===== src/rtl/core/rbd_pkg.sv =====
package rbd_pkg;

  localparam int unsigned DEPTH_DEF      = 16;
  localparam int unsigned DATA_WIDTH_DEF = 32;

  localparam int unsigned CMD_W      = 3;
  localparam int unsigned POS_W      = 5;
  localparam int unsigned VALUE_W    = 32;
  localparam int unsigned COUNT_W    = 5;
  localparam int unsigned STATUS_W   = 2;
  localparam int unsigned IN_TDATA_W  = 40;
  localparam int unsigned OUT_TDATA_W = 40;

  typedef enum logic [CMD_W-1:0] {
    CMD_PUSH_BACK  = 3'd0,
    CMD_PUSH_FRONT = 3'd1,
    CMD_POP_BACK   = 3'd2,
    CMD_POP_FRONT  = 3'd3,
    CMD_READ       = 3'd4,
    CMD_INSERT     = 3'd5,
    CMD_ERASE      = 3'd6
  } cmd_e;

  typedef enum logic [STATUS_W-1:0] {
    ST_OK    = 2'd0,
    ST_FULL  = 2'd1,
    ST_RANGE = 2'd2
  } status_e;

  typedef enum logic [1:0] {
    OP_HOLD,
    OP_INSERT,
    OP_ERASE
  } cell_op_e;

  typedef struct packed {
    cell_op_e op;
    logic     scan_load;
    logic     scan_shift;
  } cell_ctrl_t;

endpackage


===== src/rtl/core/rbd_cell.sv =====
module rbd_cell import rbd_pkg::*; #(
  parameter int unsigned INDEX      = 0,
  parameter int unsigned DATA_WIDTH = DATA_WIDTH_DEF,
  parameter int unsigned XW         = 5
) (
  input  logic                  clk_i,
  input  cell_ctrl_t            ctrl_i,
  input  logic [XW-1:0]         pos_i,
  input  logic [DATA_WIDTH-1:0] value_i,
  input  logic [DATA_WIDTH-1:0] left_i,
  input  logic [DATA_WIDTH-1:0] right_i,
  input  logic [DATA_WIDTH-1:0] scan_right_i,
  output logic [DATA_WIDTH-1:0] data_o,
  output logic [DATA_WIDTH-1:0] scan_o
);

  localparam logic [XW-1:0] Idx = XW'(INDEX);

  logic [DATA_WIDTH-1:0] data_q, data_d;
  logic [DATA_WIDTH-1:0] scan_q, scan_d;

  // A cell at the insert point takes the new word, cells behind it take the
  // word of their front neighbor; on erase the cells from the gap backward
  // take the word of their back neighbor.
  always_comb begin
    data_d = data_q;
    unique case (ctrl_i.op)
      OP_INSERT: begin
        if (Idx == pos_i) begin
          data_d = value_i;
        end else if (Idx > pos_i) begin
          data_d = left_i;
        end
      end
      OP_ERASE: begin
        if (Idx >= pos_i) begin
          data_d = right_i;
        end
      end
      default: data_d = data_q;
    endcase
  end

  always_comb begin
    scan_d = scan_q;
    if (ctrl_i.scan_load) begin
      scan_d = data_q;
    end else if (ctrl_i.scan_shift) begin
      scan_d = scan_right_i;
    end
  end

  always_ff @(posedge clk_i) begin
    data_q <= data_d;
    scan_q <= scan_d;
  end

  assign data_o = data_q;
  assign scan_o = scan_q;

endmodule


===== src/rtl/core/ring_buffer_deque_core.sv =====
// Double-ended queue of DEPTH words built as a row of cells, cell k holding
// the word at logical position k from the front.
// Requests arrive on the s_axis channel and each one gives exactly one
// result on the m_axis channel, in order.
// Push, pop front, insert and erase move the words of the cells at and behind
// the position at once in the cycle the request is accepted. Pushes, inserts,
// erases and rejected requests return their result in the cycle after acceptance.
// Reads and pops copy the row into a scan line that moves one cell toward
// the front per cycle until the addressed word (position 0 for pop front, the
// last position for pop back) reaches the front cell; the word is registered
// as the result once the output register is free, and the next request is
// accepted once that result is registered.
// The output register holds a result until it is taken. While it is full
// and the receiver stalls, no new request is accepted; a request is taken in
// the same cycle that the waiting result leaves.
// Reset empties the queue and clears the output register; the words held in
// the cells are not cleared and are only read after they were written.
module ring_buffer_deque_core import rbd_pkg::*; #(
  parameter int unsigned DEPTH      = DEPTH_DEF,
  parameter int unsigned DATA_WIDTH = DATA_WIDTH_DEF
) (
  input  logic                   clk_i,
  input  logic                   rst_ni,
  input  logic                   s_axis_tvalid,
  output logic                   s_axis_tready,
  // command [2:0], position [7:3], value [39:8]
  input  logic [IN_TDATA_W-1:0]  s_axis_tdata,
  output logic                   m_axis_tvalid,
  input  logic                   m_axis_tready,
  // read_value [31:0], count [36:32], status [38:37], zero [39]
  output logic [OUT_TDATA_W-1:0] m_axis_tdata
);

  localparam int unsigned CW = $clog2(DEPTH + 1);
  localparam int unsigned XW = (CW > POS_W) ? CW : POS_W;

  typedef enum logic {
    S_IDLE,
    S_SCAN
  } state_e;

  state_e          state_q;
  logic [CW-1:0]   count_q;
  logic [CW-1:0]   rem_q;
  logic [CW-1:0]   pend_count_q;
  status_e         pend_status_q;
  logic            out_valid_q;
  logic [OUT_TDATA_W-1:0] out_data_q;

  cmd_e                  in_cmd;
  logic [POS_W-1:0]      in_pos;
  logic [DATA_WIDTH-1:0] in_value;
  logic                  in_fire;
  logic                  out_free;
  logic                  out_load;

  logic [XW-1:0] pos_x;
  logic [XW-1:0] cnt_x;
  logic          full;
  logic          empty;

  cell_op_e      dec_op;
  logic [XW-1:0] dec_pos;
  status_e       dec_status;
  logic          dec_read;
  logic [CW-1:0] dec_idx;
  logic [CW-1:0] dec_count;

  cell_ctrl_t            ctrl;
  logic [DATA_WIDTH-1:0] data_w  [DEPTH];
  logic [DATA_WIDTH-1:0] left_w  [DEPTH];
  logic [DATA_WIDTH-1:0] right_w [DEPTH];
  logic [DATA_WIDTH-1:0] scan_w  [DEPTH];
  logic [DATA_WIDTH-1:0] scan_in_w [DEPTH];

  assign in_cmd   = cmd_e'(s_axis_tdata[CMD_W-1:0]);
  assign in_pos   = s_axis_tdata[CMD_W+POS_W-1:CMD_W];
  assign in_value = DATA_WIDTH'(s_axis_tdata[CMD_W+POS_W+VALUE_W-1:CMD_W+POS_W]);

  assign out_free      = !out_valid_q || m_axis_tready;
  assign s_axis_tready = (state_q == S_IDLE) && out_free;
  assign in_fire       = s_axis_tvalid && s_axis_tready;

  assign pos_x = XW'(in_pos);
  assign cnt_x = XW'(count_q);
  assign full  = (count_q == CW'(DEPTH));
  assign empty = (count_q == '0);

  always_comb begin
    dec_op     = OP_HOLD;
    dec_pos    = pos_x;
    dec_status = ST_OK;
    dec_read   = 1'b0;
    dec_idx    = '0;
    dec_count  = count_q;
    unique case (in_cmd)
      CMD_PUSH_BACK: begin
        if (full) begin
          dec_status = ST_FULL;
        end else begin
          dec_op    = OP_INSERT;
          dec_pos   = cnt_x;
          dec_count = count_q + 1'b1;
        end
      end
      CMD_PUSH_FRONT: begin
        if (full) begin
          dec_status = ST_FULL;
        end else begin
          dec_op    = OP_INSERT;
          dec_pos   = '0;
          dec_count = count_q + 1'b1;
        end
      end
      CMD_POP_BACK: begin
        if (empty) begin
          dec_status = ST_RANGE;
        end else begin
          dec_read  = 1'b1;
          dec_idx   = count_q - 1'b1;
          dec_count = count_q - 1'b1;
        end
      end
      CMD_POP_FRONT: begin
        if (empty) begin
          dec_status = ST_RANGE;
        end else begin
          dec_read  = 1'b1;
          dec_op    = OP_ERASE;
          dec_pos   = '0;
          dec_count = count_q - 1'b1;
        end
      end
      CMD_READ: begin
        if (pos_x >= cnt_x) begin
          dec_status = ST_RANGE;
        end else begin
          dec_read = 1'b1;
          dec_idx  = CW'(pos_x);
        end
      end
      CMD_INSERT: begin
        if (pos_x > cnt_x) begin
          dec_status = ST_RANGE;
        end else if (full) begin
          dec_status = ST_FULL;
        end else begin
          dec_op    = OP_INSERT;
          dec_count = count_q + 1'b1;
        end
      end
      CMD_ERASE: begin
        if (pos_x >= cnt_x) begin
          dec_status = ST_RANGE;
        end else begin
          dec_op    = OP_ERASE;
          dec_count = count_q - 1'b1;
        end
      end
      default: dec_status = ST_RANGE;
    endcase
  end

  assign ctrl.op         = in_fire ? dec_op : OP_HOLD;
  assign ctrl.scan_load  = in_fire && dec_read;
  assign ctrl.scan_shift = (state_q == S_SCAN) && (rem_q != '0);

  assign out_load = ((state_q == S_IDLE) && in_fire && !dec_read) ||
                    ((state_q == S_SCAN) && (rem_q == '0) && out_free);

  for (genvar i = 0; i < DEPTH; i++) begin : g_cell
    if (i == 0) begin : g_first
      assign left_w[i] = data_w[i];
    end else begin : g_mid_left
      assign left_w[i] = data_w[i-1];
    end
    if (i == DEPTH - 1) begin : g_last
      assign right_w[i]   = data_w[i];
      assign scan_in_w[i] = scan_w[i];
    end else begin : g_mid_right
      assign right_w[i]   = data_w[i+1];
      assign scan_in_w[i] = scan_w[i+1];
    end

    rbd_cell #(
      .INDEX      (i),
      .DATA_WIDTH (DATA_WIDTH),
      .XW         (XW)
    ) u_cell (
      .clk_i        (clk_i),
      .ctrl_i       (ctrl),
      .pos_i        (dec_pos),
      .value_i      (in_value),
      .left_i       (left_w[i]),
      .right_i      (right_w[i]),
      .scan_right_i (scan_in_w[i]),
      .data_o       (data_w[i]),
      .scan_o       (scan_w[i])
    );
  end

  always_ff @(posedge clk_i or negedge rst_ni) begin
    if (!rst_ni) begin
      state_q       <= S_IDLE;
      count_q       <= '0;
      rem_q         <= '0;
      pend_count_q  <= '0;
      pend_status_q <= ST_OK;
      out_valid_q   <= 1'b0;
      out_data_q    <= '0;
    end else begin
      if (out_load) begin
        out_valid_q <= 1'b1;
      end else if (m_axis_tready) begin
        out_valid_q <= 1'b0;
      end
      unique case (state_q)
        S_IDLE: begin
          if (in_fire) begin
            count_q <= dec_count;
            if (dec_read) begin
              state_q       <= S_SCAN;
              rem_q         <= dec_idx;
              pend_count_q  <= dec_count;
              pend_status_q <= dec_status;
            end else begin
              out_data_q <= {1'b0, dec_status, COUNT_W'(dec_count), VALUE_W'(0)};
            end
          end
        end
        S_SCAN: begin
          if (rem_q != '0) begin
            rem_q <= rem_q - 1'b1;
          end else if (out_free) begin
            state_q    <= S_IDLE;
            out_data_q <= {1'b0, pend_status_q, COUNT_W'(pend_count_q),
                           VALUE_W'(scan_w[0])};
          end
        end
        default: state_q <= S_IDLE;
      endcase
    end
  end

  assign m_axis_tvalid = out_valid_q;
  assign m_axis_tdata  = out_data_q;

endmodule


===== config.mk =====
export PLATFORM = sky130hd
export DESIGN_NAME = ring_buffer_deque_core
export DESIGN_NICKNAME = d
export VERILOG_FILES = /design/src/rtl/core/rbd_pkg.sv /design/src/rtl/core/rbd_cell.sv /design/src/rtl/core/ring_buffer_deque_core.sv
export SDC_FILE = /design/constraint.sdc
export NUM_CORES = 2
export LEC_CHECK = 0
export ABC_AREA = 1
export ABC_CLOCK_PERIOD_IN_PS = 6600
export BUFFER_PORTS_ARGS = -buffer_cell sky130_fd_sc_hd__buf_2
export CORE_ASPECT_RATIO = 1.4
export CORE_UTILIZATION = 58
export DETAILED_ROUTE_END_ITERATION = 6
export MAX_ROUTING_LAYER = met4
export PLACE_DENSITY = 0.81
export SLEW_MARGIN = 20
export SYNTH_ARGS = -nofsm -noshare
export SYNTH_HDL_FRONTEND = slang
export SYNTH_HIERARCHICAL = 1
export SYNTH_SLANG_ARGS = --single-unit

===== constraint.sdc =====
create_clock -name clk_i -period 6.6 [get_ports clk_i]
set_clock_uncertainty 0.1 [all_clocks]
set_input_delay 0.33 -clock clk_i [delete_from_list [all_inputs] [get_ports clk_i]]
set_output_delay 0.33 -clock clk_i [all_outputs]
set_load 0.02 [all_outputs]

# Word-level counts from Yosys, hierarchy flattened
# Cells that the tools add are included.
[totals] regBits=1083 latch_bits=0 mem_bits_rw=0 rom_bits=0 inputBits=44 out_inout_bits=42 wordCells=312 mem_count=0
[op_classes] add_sub_neg=3 mul=0 n_div=0 order_cmp=32 n_eq_ne=60 n_shift=0 muxes=133 bitwise=1 n_reduce_logical=44
[ops] operator="$mux W32" count=76
[ops] operator="$pmux W32 S2" count=15
[ops] operator="$mux W40" count=4
[ops] operator="$pmux W40 S2" count=1
[ops] operator="$mux W5" count=12
[ops] operator="$reduce_and A3 Y1" count=17
[ops] operator="$ne A3 B1 Y1 const B" count=14
[ops] operator="$eq A4 B5 Y1 const A" count=8
[ops] operator="$gt A4 B5 Y1 const A" count=8
[ops] operator="$ne A2 B1 Y1 const B" count=18
[ops] operator="$ge A4 B5 Y1 const A" count=7
[ops] operator="$eq A3 B5 Y1 const A" count=4
[ops] operator="$ge A3 B5 Y1 const A" count=4
[ops] operator="$gt A3 B5 Y1 const A" count=4
[ops] operator="$pmux W5 S2" count=2
[ops] operator="$pmux W5 S4" count=1
[ops] operator="$pmux W2 S4" count=2
[ops] operator="$logic_not A5 Y1" count=3
[ops] operator="$pmux W5 S3" count=1
[ops] operator="$mux W2" count=7
[ops] operator="$eq A2 B5 Y1 const A" count=2
[ops] operator="$ge A1 B5 Y1 const A" count=2
[ops] operator="$ge A2 B5 Y1 const A" count=2
[ops] operator="$gt A2 B5 Y1 const A" count=2
[ops] operator="other kinds (25)" count=57

# Depth between registers and ports, before layout
[logic_depth] word_depth=8 depth_mapped=16 ltp_nobuf=14

# Hierarchy
# The synthesis kept the hierarchy.
[modules_own_cells] mod="rbd_cell at g_cell[8].u_cell" n_inst=1 cells_each=422 area_per_inst_um2=3724.8
[modules_own_cells] mod="rbd_cell at g_cell[7].u_cell" n_inst=1 cells_each=418 area_per_inst_um2=3497.1
[modules_own_cells] mod="rbd_cell at g_cell[6].u_cell" n_inst=1 cells_each=422 area_per_inst_um2=3495.9
[modules_own_cells] mod="rbd_cell at g_cell[9].u_cell" n_inst=1 cells_each=422 area_per_inst_um2=3470.8
[modules_own_cells] mod="rbd_cell at g_cell[3].u_cell" n_inst=1 cells_each=422 area_per_inst_um2=3469.6
[modules_own_cells] mod="rbd_cell at g_cell[2].u_cell" n_inst=1 cells_each=423 area_per_inst_um2=3467.1
[modules_own_cells] mod="rbd_cell at g_cell[4].u_cell" n_inst=1 cells_each=422 area_per_inst_um2=3465.8
[modules_own_cells] mod="rbd_cell at g_cell[1].u_cell" n_inst=1 cells_each=421 area_per_inst_um2=3462.1
[modules_own_cells] mod="rbd_cell at g_cell[10].u_cell" n_inst=1 cells_each=425 area_per_inst_um2=3460.8
[modules_own_cells] mod="rbd_cell at g_cell[14].u_cell" n_inst=1 cells_each=419 area_per_inst_um2=3455.8
[modules_own_cells] mod="rbd_cell at g_cell[0].u_cell" n_inst=1 cells_each=420 area_per_inst_um2=3425.8
[modules_own_cells] mod="rbd_cell at g_cell[12].u_cell" n_inst=1 cells_each=418 area_per_inst_um2=3415.8
[modules_own_cells] mod="rbd_cell at g_cell[5].u_cell" n_inst=1 cells_each=419 area_per_inst_um2=3409.5
[modules_own_cells] mod="rbd_cell at g_cell[15].u_cell" n_inst=1 cells_each=418 area_per_inst_um2=3404.5
[modules_own_cells] mod="3 more rows"

# Least setup slack after synthesis
# No wires, ideal clock.
[synth_timing] path_kind="reg2reg" startpoint="register count_q[0], in the netlist cnt_x[0]" endpoint="register g_cell[15].u_cell.data_q[0] (enable)" setup_ps=699 t_arrival_ps=5968 setup_slack_ps=-167 path_stages_with_launch=8 path_cell_list="dfrtp_1 > inv_1 > ha_1 > nand3_4 > nor2_2 > a221oi_1 > o21ai_0 > a21oi_1"
[synth_between] elab_cells_between_ends=19 classes_between="order compare (3); eq/ne (3); mux (10); reduce/logical (3)"
[synth_rtl] element="start, declared" line="ring_buffer_deque_core.sv:43" text="logic [CW-1:0] count_q;"
[synth_rtl] element="start signal, assigned" line="ring_buffer_deque_core.sv:220" text="count_q <= dec_count;"
[synth_rtl] element="$eq A5 B5 Y1 or $logic_not A5 Y1 (tied branches)" line="ring_buffer_deque_core.sv:86, ring_buffer_deque_core.sv:87"
[synth_rtl] element="$mux W5 (on tied branches)" line="ring_buffer_deque_core.sv:107, ring_buffer_deque_core.sv:98, ring_buffer_deque_core.sv:125"
[synth_rtl] element="$pmux W5 S3 (*)" line="ring_buffer_deque_core.sv:96" text="unique case (in_cmd)"
[synth_rtl] element="net dec_pos[4]" line="ring_buffer_deque_core.sv:63" text="logic [XW-1:0] dec_pos;"
[synth_rtl] element="$gt A4 B5 Y1 or $eq A4 B5 Y1 (tied branches)" line="rbd_cell.sv:31, rbd_cell.sv:29"
[synth_rtl] element="$reduce_bool A2 Y1 (no source line) (*)"
[synth_rtl] element="$reduce_and A2 Y1 (no source line) (*)"
[synth_rtl] element="end signal, assigned" line="rbd_cell.sv:54" text="data_q <= data_d;"
[synth_rtl] element="end, declared" line="rbd_cell.sv:19" text="logic [DATA_WIDTH-1:0] data_q, data_d;"
# Mark *: on every way through the listed nets, which the timed path passes. The rest lies on a longest branch.
# A chain may end at the register's enable or synchronous reset.

==> metrics.txt <==
post-route cell area around 63000 sq um; Post-Route WL 148800 um; fin worst setup slack about 1.6 ns; Core Area about 100000 sq um; kind of critical path reg2reg; Layout area overhead 7.131%; global-route wire length before repair 236200 um; Remaining DRCs 2; clk root buf clkbuf_16; outcome complete, but fails checks; syn_area_per_cell ~8 sq um; cts repair resizes 0; Vias per Instance between 5 and 6; die width around 270 um; initial antenna violation count 2; Post-CTS Hold Buffers 4; Max Fclk around 0.2 GHz; WHS ~0.046 ns; Tot Pwr approximately 22 mW; PortBufs 84; MaxCap Viol Count 0; period utilisation layout 0.7523; CP Capture Type register; Tmin final 4.965 ns; critical path arrival ~5.2 ns; row cnt about 140; GP Congestion 0.9524; die area about 100000 sq um; commonest non-fill, non-tap cells in the layout 3214 x nand2_1, 1102 x inv_1, 1024 x edfxtp_1; grt met2 use 0.5450; register area about 32000 sq um; post-synth cell types 46; global-route track usage on met3 0.03177; largest net degree at the start of global routing ~150; syn nets 7227; worst-margin pin slew approximately 1.1 ns; worst-path fanout max 33; DR vias 44740; most common cell after layout, fill and taps aside nand2_1; vias in the first global route ~44000; share of layout cells above drive strength 1 0.08042; Post-Route Setup TNS 0 ns; initial detailed-routing violation count around 4400; Initial Util 0.5876; Synth Cell Area roughly 60000 sq um; gr ovfl total 0; total clock sinks about 1100; clk slew on worst S/H paths 0.06 ns; Avg WL per Cell between 15 and 20 um; number of synthesis warnings 6; Power Dens Cells around 350 nW/um^2; Slew headroom 0.2337; fillers approximately 8300; Leak ~30 nW; unrepaired setup endpoints after global routing no; nets roughly 7100; Max IR drop VDD around 370 uV; clk_lat worst skew approximately 0.69 ns; hold crit path type in2reg; Cells after Synth about 7000; area of the multi-input gates between 20000 and 25000 sq um; Post-DP Area roughly 59000 sq um; Pins Over Slew Limit 0; CP required about 7 ns; cts bufs inserted around 110; dpl hpwl ~110000 um; sequential fraction of the synthesis area 0.5483; register bit count reported by yosys ~1100; Routed Antenna Nets 0; H-tree depth 3; failing checks DRC; DP Worst Slack between 1.5 and 2 ns; met1 Use GR 0.3103; Pre-Repair DR Iteration Count 7; crit path launch type register; clk buf depth 3; GRT busiest layer met2; die height 378.5 um; CTS tree done; post-CTS setup buffers 0; GRT Util Overall 0.2993; final number of hold-violating endpoints 0; count of final setup violators 0; I/O pins 86
-- cell usage after synthesis, drive strengths merged --
cell type,instances,area share
a21boi,3,0.00038
xor2,6,0.00089
inv,1138,0.073
nor3,3,0.00034
buf,307,0.034
dfrtp,58,0.025
ha,10,0.0021
conb,1,0.000064
a22oi,1,0.00021
o21bai,4,0.00051
nand4,296,0.032
edfxtp,1024,0.52
or2,16,0.0017
a21oi,27,0.0026
o21ai,27,0.0023
xnor2,1,0.00015
nand3,774,0.070
nand2,3306,0.22
o211ai,3,0.00038
clkinv,1,0.00015
clkbuf,91,0.0061
a221oi,1,0.00015
a31oi,1,0.00011
o22ai,1,0.00011
nor2,73,0.0097
-- power by group --
group	switching (mW)	total, mW	leakage, nW	internal [mW]
clock network	2.58	6.13	1.71	3.54
registers	0.658	10.7	10.2	10.1
logic	3.86	5.22	18.6	1.36
-- flip-flops by register name, indices dropped and copies added (netlist names) --
| signal | cells |
|---|---|
| g_cell.u_cell/data_o | 512 |
| g_cell.u_cell/scan_o | 512 |
| m_axis_tdata | 39 |
| cnt_x | 5 |
| pend_count_q | 5 |
| rem_q | 5 |
| pend_status_q | 2 |
| m_axis_tvalid | 1 |
| state_q | 1 |
-- worst max-delay path, stage by stage (launching register included) --
cell and delay, ns:
dfrtp_1 0.47, inv_1 0.15, ha_1 0.31, nand2_1 0.09, inv_1 0.05, a21oi_1 0.27, nand4_1 0.28, a21oi_2 0.86
buf_4 0.28, inv_1 0.06, nor2_2 0.08, buf_4 0.32, inv_1 0.55, a21oi_2 0.29, buf_4 0.41
-- logic make-up (layout without fill, tap and decap cells) --
family | after synthesis | count (layout) | synth area share
xor+xnor | 7 | 7 | 0.001044
buf+inv | 1537 | 1514 | 0.1127
other cells | 1 | 3 | 0.00006386
simple gates | 4468 | 4468 | 0.3291
flops | 1082 | 1082 | 0.5483
fa+ha+maj | 10 | 10 | 0.002131
compound gates | 68 | 68 | 0.006711
-- path summary, 6_finish.rpt --
path	startpoint	end	slack, ns	cells after the start
setup / recovery	cnt_x[4]	g_cell[2].u_cell/data_o[0]	1.63	14
hold / removal	s_axis_tdata[6]	rem_q[3]	0.05	5
setup reg to reg	cnt_x[4]	g_cell[2].u_cell/data_o[0]	1.63	14
hold reg to reg	g_cell[0].u_cell/scan_o[31]	m_axis_tdata[31]	0.37	2
max in group asynchronous	rst_ni	rem_q[0]	5.66	3
min in group asynchronous	rst_ni	m_axis_tdata[7]	0.21	3
-- cell type report --
class | instances | area share
Clock inverter | 50 | 0.008452
Multi-Input combinational cell | 4554 | 0.3191
Inverter | 1139 | 0.06807
Clock buffer | 147 | 0.04739
Timing Repair Buffer | 178 | 0.01885
Sequential cell | 1082 | 0.5118
Tap cell | 1320 | 0.02625
Antenna cell | 2 | 0.00007955
-- stage by stage --
| step | std cells | util |
|---|---|---|
| final | 8472 | 0.6296 |
| after global routing | 8472 | 0.6296 |
| after floorplan | 7173 | - |
| after global placement | 8269 | 0.5939 |
| after CTS | 8470 | 0.6295 |
| after detailed placement | 8269 | 0.5939 |
-- per-layer routing --
layer  share of wire  routed length (um)
met3           0.055                8215
met5               0                   0
met4           0.057                8525
met1            0.36               53590
met2            0.53               78480
No activity file was read; power rests on OpenSTA's default activity.
